$ cat src/hw/rtl/rpa_pkg.sv
// Shared types and constants for the refcounted page allocator.
// No dependencies; imported by every module of the block but rpa_ram.
package rpa_pkg;

  // Default geometry
  localparam int MAX_PAGES_DEF  = 1024;
  localparam int PAGE_BYTES_DEF = 4096;
  localparam int COUNT_BITS_DEF = 16;

  // Field widths fixed by the interface
  localparam int OP_W   = 3;
  localparam int ST_W   = 3;
  localparam int CFG_IW = 2;
  localparam int PCW    = 11;

  // Reset value of page_count
  localparam logic [PCW-1:0] PC_RESET = 11'd1024;

  // Operation codes
  localparam logic [OP_W-1:0] OP_ALLOC = 3'd0;
  localparam logic [OP_W-1:0] OP_ADD   = 3'd1;
  localparam logic [OP_W-1:0] OP_DROP  = 3'd2;
  localparam logic [OP_W-1:0] OP_RSV   = 3'd3;
  localparam logic [OP_W-1:0] OP_QUERY = 3'd4;

  // Status codes
  localparam logic [ST_W-1:0] ST_OK    = 3'd0;
  localparam logic [ST_W-1:0] ST_NOMEM = 3'd1;
  localparam logic [ST_W-1:0] ST_RANGE = 3'd2;
  localparam logic [ST_W-1:0] ST_NALLOC = 3'd3;
  localparam logic [ST_W-1:0] ST_SAT   = 3'd4;

  // Configuration register indexes
  localparam logic [CFG_IW-1:0] CFG_BASE   = 2'd0;
  localparam logic [CFG_IW-1:0] CFG_PCOUNT = 2'd1;

  // Controller to datapath commands
  typedef struct packed {
    logic cfg_wr;
    logic load;
    logic init_clr;
    logic init_wr;
    logic dec_fail;
    logic exec;
    logic rd_cnt;
    logic chk_start;
    logic chk_next;
    logic chk_fail;
    logic rb_start;
    logic rb_step;
    logic push;
  } cmd_t;

  // Datapath to controller status
  typedef struct packed {
    logic is_rsv;
    logic dec_ok;
    logic chk_busy;
    logic chk_last;
    logic rb_last;
    logic init_last;
    logic out_free;
  } stat_t;

endpackage

$ cat src/hw/rtl/rpa_ctrl.sv
// Sequencer for the page allocator: init sweep, op decode, reserve scan.
// Depends on rpa_pkg (cmd_t, stat_t, codes).
module rpa_ctrl import rpa_pkg::*; (
  input  logic              clk,
  input  logic              rst,
  input  logic              in_valid,
  input  logic              cfg_valid,
  input  logic [CFG_IW-1:0] cfg_index,
  input  stat_t             stat,
  output cmd_t              cmd,
  output logic              in_ready,
  output logic              cfg_ready
);

  localparam logic [3:0] S_INIT   = 4'd0;
  localparam logic [3:0] S_IDLE   = 4'd1;
  localparam logic [3:0] S_DEC    = 4'd2;
  localparam logic [3:0] S_EXEC   = 4'd3;
  localparam logic [3:0] S_CHK_RD = 4'd4;
  localparam logic [3:0] S_CHK    = 4'd5;
  localparam logic [3:0] S_RB_RD  = 4'd6;
  localparam logic [3:0] S_RB     = 4'd7;
  localparam logic [3:0] S_DONE   = 4'd8;

  logic [3:0] state, state_next;

  always_ff @(posedge clk) begin
    if (rst) begin
      state <= S_INIT;
    end else begin
      state <= state_next;
    end
  end

  // Next state and commands
  always_comb begin
    state_next = state;
    cmd        = '0;
    in_ready   = 1'b0;
    cfg_ready  = 1'b0;
    case (state)
      S_INIT: begin
        cmd.init_wr = 1'b1;
        if (stat.init_last) state_next = S_IDLE;
      end
      S_IDLE: begin
        cfg_ready = 1'b1;
        in_ready  = !cfg_valid;
        if (cfg_valid) begin
          cmd.cfg_wr = 1'b1;
          if (cfg_index == CFG_PCOUNT) begin
            cmd.init_clr = 1'b1;
            state_next   = S_INIT;
          end
        end else if (in_valid) begin
          cmd.load   = 1'b1;
          state_next = S_DEC;
        end
      end
      S_DEC: begin
        if (!stat.dec_ok) begin
          cmd.dec_fail = 1'b1;
          state_next   = S_DONE;
        end else if (stat.is_rsv) begin
          cmd.chk_start = 1'b1;
          state_next    = S_CHK_RD;
        end else begin
          state_next = S_EXEC;
        end
      end
      S_EXEC: begin
        cmd.exec   = 1'b1;
        state_next = S_DONE;
      end
      S_CHK_RD: begin
        cmd.rd_cnt = 1'b1;
        state_next = S_CHK;
      end
      S_CHK: begin
        if (stat.chk_busy) begin
          cmd.chk_fail = 1'b1;
          state_next   = S_DONE;
        end else if (stat.chk_last) begin
          cmd.rb_start = 1'b1;
          state_next   = S_RB_RD;
        end else begin
          cmd.chk_next = 1'b1;
          state_next   = S_CHK_RD;
        end
      end
      S_RB_RD: begin
        cmd.rd_cnt = 1'b1;
        state_next = S_RB;
      end
      S_RB: begin
        cmd.rb_step = 1'b1;
        state_next  = stat.rb_last ? S_DONE : S_RB_RD;
      end
      S_DONE: begin
        if (stat.out_free) begin
          cmd.push   = 1'b1;
          state_next = S_IDLE;
        end
      end
      default: state_next = S_INIT;
    endcase
  end

endmodule

$ cat config.mk
export PLATFORM = sky130hd
export DESIGN_NAME = rpa_ctrl
export DESIGN_NICKNAME = d
export VERILOG_FILES = /design/src/hw/rtl/rpa_pkg.sv /design/src/hw/rtl/rpa_ctrl.sv
export SDC_FILE = /design/constraint.sdc
export NUM_CORES = 1
export LEC_CHECK = 0
export BUFFER_PORTS_ARGS = -buffer_cell sky130_fd_sc_hd__buf_2
export CORE_AREA = 2 2 39 41
export CTS_CLUSTER_SIZE = 30
export DETAILED_ROUTE_END_ITERATION = 16
export DIE_AREA = 0 0 41 43
export GPL_TIMING_DRIVEN = 0
export PLACE_DENSITY_LB_ADDON = 0.25
export SETUP_SLACK_MARGIN = 0.3
export SLEW_MARGIN = 20
export SYNTH_ARGS = -nofsm -noshare
export SYNTH_HDL_FRONTEND = slang
export SYNTH_SLANG_ARGS = --single-unit
$ cat constraint.sdc
create_clock -name clk -period 1.8 [get_ports clk]
set_clock_uncertainty 0.15 [all_clocks]
set_input_delay 0.27 -clock clk [delete_from_list [all_inputs] [get_ports clk]]
set_output_delay 0.27 -clock clk [all_outputs]
set_load 0.05 [all_outputs]
==> results.json <==
{
  "initial_utilization": 0.344,
  "io_pins": 28,
  "grt_first_pass_wirelength_um": 3110,
  "holdCritPathClass": "input pin to register",
  "clockRootBuffer": "clkbuf_4",
  "worst_ep_arrival_time_ns": 1.50,
  "switching_power_uw": 337,
  "critPathSlowestCell": "dfxtp_4",
  "drv_slew": 0,
  "yosys_warnings": 0,
  "drt-wirelength-per-cell_um": 16.6,
  "io_buffers": 27,
  "netlist_area_um2": 477,
  "n_antenna_cell": 0,
  "place_inst": 104,
  "multiInputGateArea_um2": 479,
  "grt_pass1_vias": 705,
  "p_leak_uw": 0.000517,
  "drt_iter0_markers": 11,
  "grt_busiest_layer": "met2",
  "switching_share": 0.414,
  "clkSinkCount": 4,
  "critPathCaptureType": "output port",
  "path_clk_slew_ns": 0.04,
  "top_regs": "state: 4 flops",
  "stdcell_count": 133,
  "ys_types": 36,
  "required_ns": 1.38,
  "cts_hold_buf": 0,
  "period_needed_ns": 1.92,
  "nets": 132,
  "status": "finished with violations",
  "setup_viol": 7,
  "worst_slack_ns": -0.121,
  "ys_ff_latch": 4,
  "wl_um": 2210,
  "die_w_um": 41,
  "p_int_uw": 476,
  "grt_setup_unrepaired": "yes",
  "grt_max_degree": 11,
  "top_register": "state",
  "cp_max_fo": 4,
  "r2r_end": "state[2]$_SDFFE_PP0P_",
  "drc_errors": 0,
  "grt.met2_usage": 0.463,
  "htree_levels": 1,
  "max_freq_mhz": 521,
  "largest_reg_flops": 4,
  "grt_usage": 0.255,
  "worstMarginPinSlew_ns": 0.330,
  "synth_nets": 74,
  "clk_latency_ns": 0.23,
  "antenna_found_initial": 0,
  "vias": 731,
  "drt_pass1_iterations": 4,
  "die_y_um": 43,
  "cap_violations": 0,
  "crit_chain": "nor4b_4, nand2b_1, clkinvlp_4, and2_4, buf_8",
  "final_hold_viol_count": 0,
  "clkPwrFrac": 0.135,
  "ir_drop_v": 0.000609,
  "grt_overflow": 0,
  "grt_use_met3": 0.0524,
  "core_area_um2": 1380,
  "cp-endpoint": "cmd[11]",
  "worstRegToRegCells": 8,
  "cts_made_buffers": 3,
  "area.growth.synth_to_final_pct": 152,
  "dp_hpwl_um": 1040,
  "syn_inst": 61,
  "drive_above_1_share": 0.778,
  "seqPwrFrac": 0.132,
  "use_met1": 0.280,
  "dieArea_um2": 1760,
  "r2r-start": "state[3]$_SDFFE_PP0P_",
  "powerDensity_nw_per_um2": 675,
  "placement_rows": 14,
  "vias_per_cell": 5.50,
  "layout_common_cells": "buf_6, buf_4, buf_2",
  "crit_start": "state[1]$_SDFFE_PP0P_",
  "worstSetupStartpointType": "register",
  "max_stage_delay_ns": 0.36,
  "ff_latch_area_um2": 90.1,
  "gp_congestion": 0.830,
  "synth_area_per_cell_um2": 7.81,
  "p_comb_frac": 0.733,
  "ys_seq_area_frac": 0.168,
  "place_ws_ns": 0.0181,
  "max-clock-path-buffers": 2,
  "max_slew_margin": 0.779,
  "hold_slack_ns": 0.131,
  "finalCritPeriodShare": 1.07,
  "cts_tree": "yes",
  "fillers": 64,
  "ff2ff_setup_slack_ns": 0.04,
  "critical_path_class": "register to output port",
  "whs_path_depth": 2,
  "violations": "setup timing",
  "postRouteAntennaNets": 0,
  "final_common_cell": "buf_6"
}
-- cell families (layout without fill, tap and decap cells) --
| family | Yosys count | in the layout | share of synthesized area |
|---|---|---|---|
| flops | 4 | 4 | 0.168 |
| compound gates | 10 | 10 | 0.165 |
| simple gates | 37 | 37 | 0.535 |
| mux | 1 | 1 | 0.0210 |
| buf+inv | 9 | 65 | 0.110 |
-- what timing repair did --
action | in CTS | in global routing
pin swaps | 10 | 9
buffers inserted | 19 | 7
endpoints found under the setup margin | 17 | 19
gates resized for setup | 56 | 21
-- through the flow --
step	setup TNS (ns)	area (µm²)	utilization	power, µW
finish	-0.461	1200	0.870	812
global route	-0.908	1200	0.870	842
CTS	-0.442	1070	0.770	710
detailed placement	0	714	0.516	436
global placement	-0.0140	714	0.516	434
floorplan	-1.48	559	-	369
-- layout make-up --
| type | instances | area share |
|---|---|---|
| multi-input cells | 48 | 0.398 |
| plain buffers | 5 | 0.0676 |
| clock buffers | 3 | 0.0187 |
| well taps | 16 | 0.0166 |
| flip-flops and latches | 4 | 0.0748 |
| inverters | 4 | 0.0156 |
| repair buffers | 53 | 0.409 |
-- synthesized netlist by cell type --
master | number | area, µm²
buf_6 | 1 | 11.3
nor3b_1 | 2 | 15.0
dfxtp_1 | 4 | 80.1
nand2b_1 | 3 | 18.8
and3b_1 | 1 | 8.76
o32ai_1 | 1 | 8.76
a21boi_1 | 1 | 7.51
nor4b_2 | 1 | 15.0
or4_1 | 1 | 7.51
nor4b_4 | 1 | 23.8
a22oi_2 | 1 | 12.5
a21o_1 | 1 | 7.51
a311oi_1 | 1 | 8.76
nor4b_1 | 1 | 8.76
inv_2 | 1 | 3.75
or4b_1 | 1 | 10.0
or2b_2 | 1 | 8.76
nand3_1 | 3 | 15.0
a211o_1 | 1 | 8.76
nand3b_1 | 1 | 7.51
mux2i_1 | 1 | 10.0
and3_1 | 2 | 12.5
nor2_1 | 6 | 22.5
clkbuf_1 | 1 | 3.75
nor4_1 | 2 | 12.5
buf_4 | 3 | 22.5
inv_1 | 3 | 11.3
nand4_1 | 2 | 12.5
and2b_1 | 2 | 15.0
and2_1 | 3 | 18.8
nand4b_1 | 1 | 8.76
nand2_1 | 1 | 3.75
a31oi_1 | 2 | 12.5
nor3_1 | 2 | 10.0
o211ai_1 | 1 | 7.51
o21ai_0 | 1 | 5.00
-- worst max-delay path, delay by kind of cell (launching register included) --
kind                   cells  cell delay [ns]
flip-flops                 1             0.36
buffers and inverters      2             0.25
AND/OR/NAND/NOR            3             0.66
-- worst min path at each step --
| stage | startpoint | endpoint | slack (ns) |
|---|---|---|---|
| 2_1_floorplan | rst | state[2]$_SDFFE_PP0P_ | 0.19 |
| 3_3_place_gp | rst | state[3]$_SDFFE_PP0P_ | 0.36 |
| 3_5_place_dp | rst | state[3]$_SDFFE_PP0P_ | 0.37 |
| 4_1_cts | rst | state[3]$_SDFFE_PP0P_ | 0.11 |
| 5_1_grt | rst | state[2]$_SDFFE_PP0P_ | 0.13 |
| 6_report | rst | state[2]$_SDFFE_PP0P_ | 0.13 |
-- power groups by stage --
stage	logic [µW]	registers, µW	clock network, µW
after floorplan	262	108	0
after detailed placement	327	109	0
final	595	107	110
after global placement	325	109	0
after CTS	489	107	114
after global routing	618	108	116
-- per-layer routing --
metal | vias to the layer above | part of all wire
met5 | - | 0
li1 | 343 | -
met3 | 12 | 0.061
met1 | 337 | 0.36
met2 | 39 | 0.52
met4 | 0 | 0.051
Note: power is estimated with default switching activity, not from simulation.
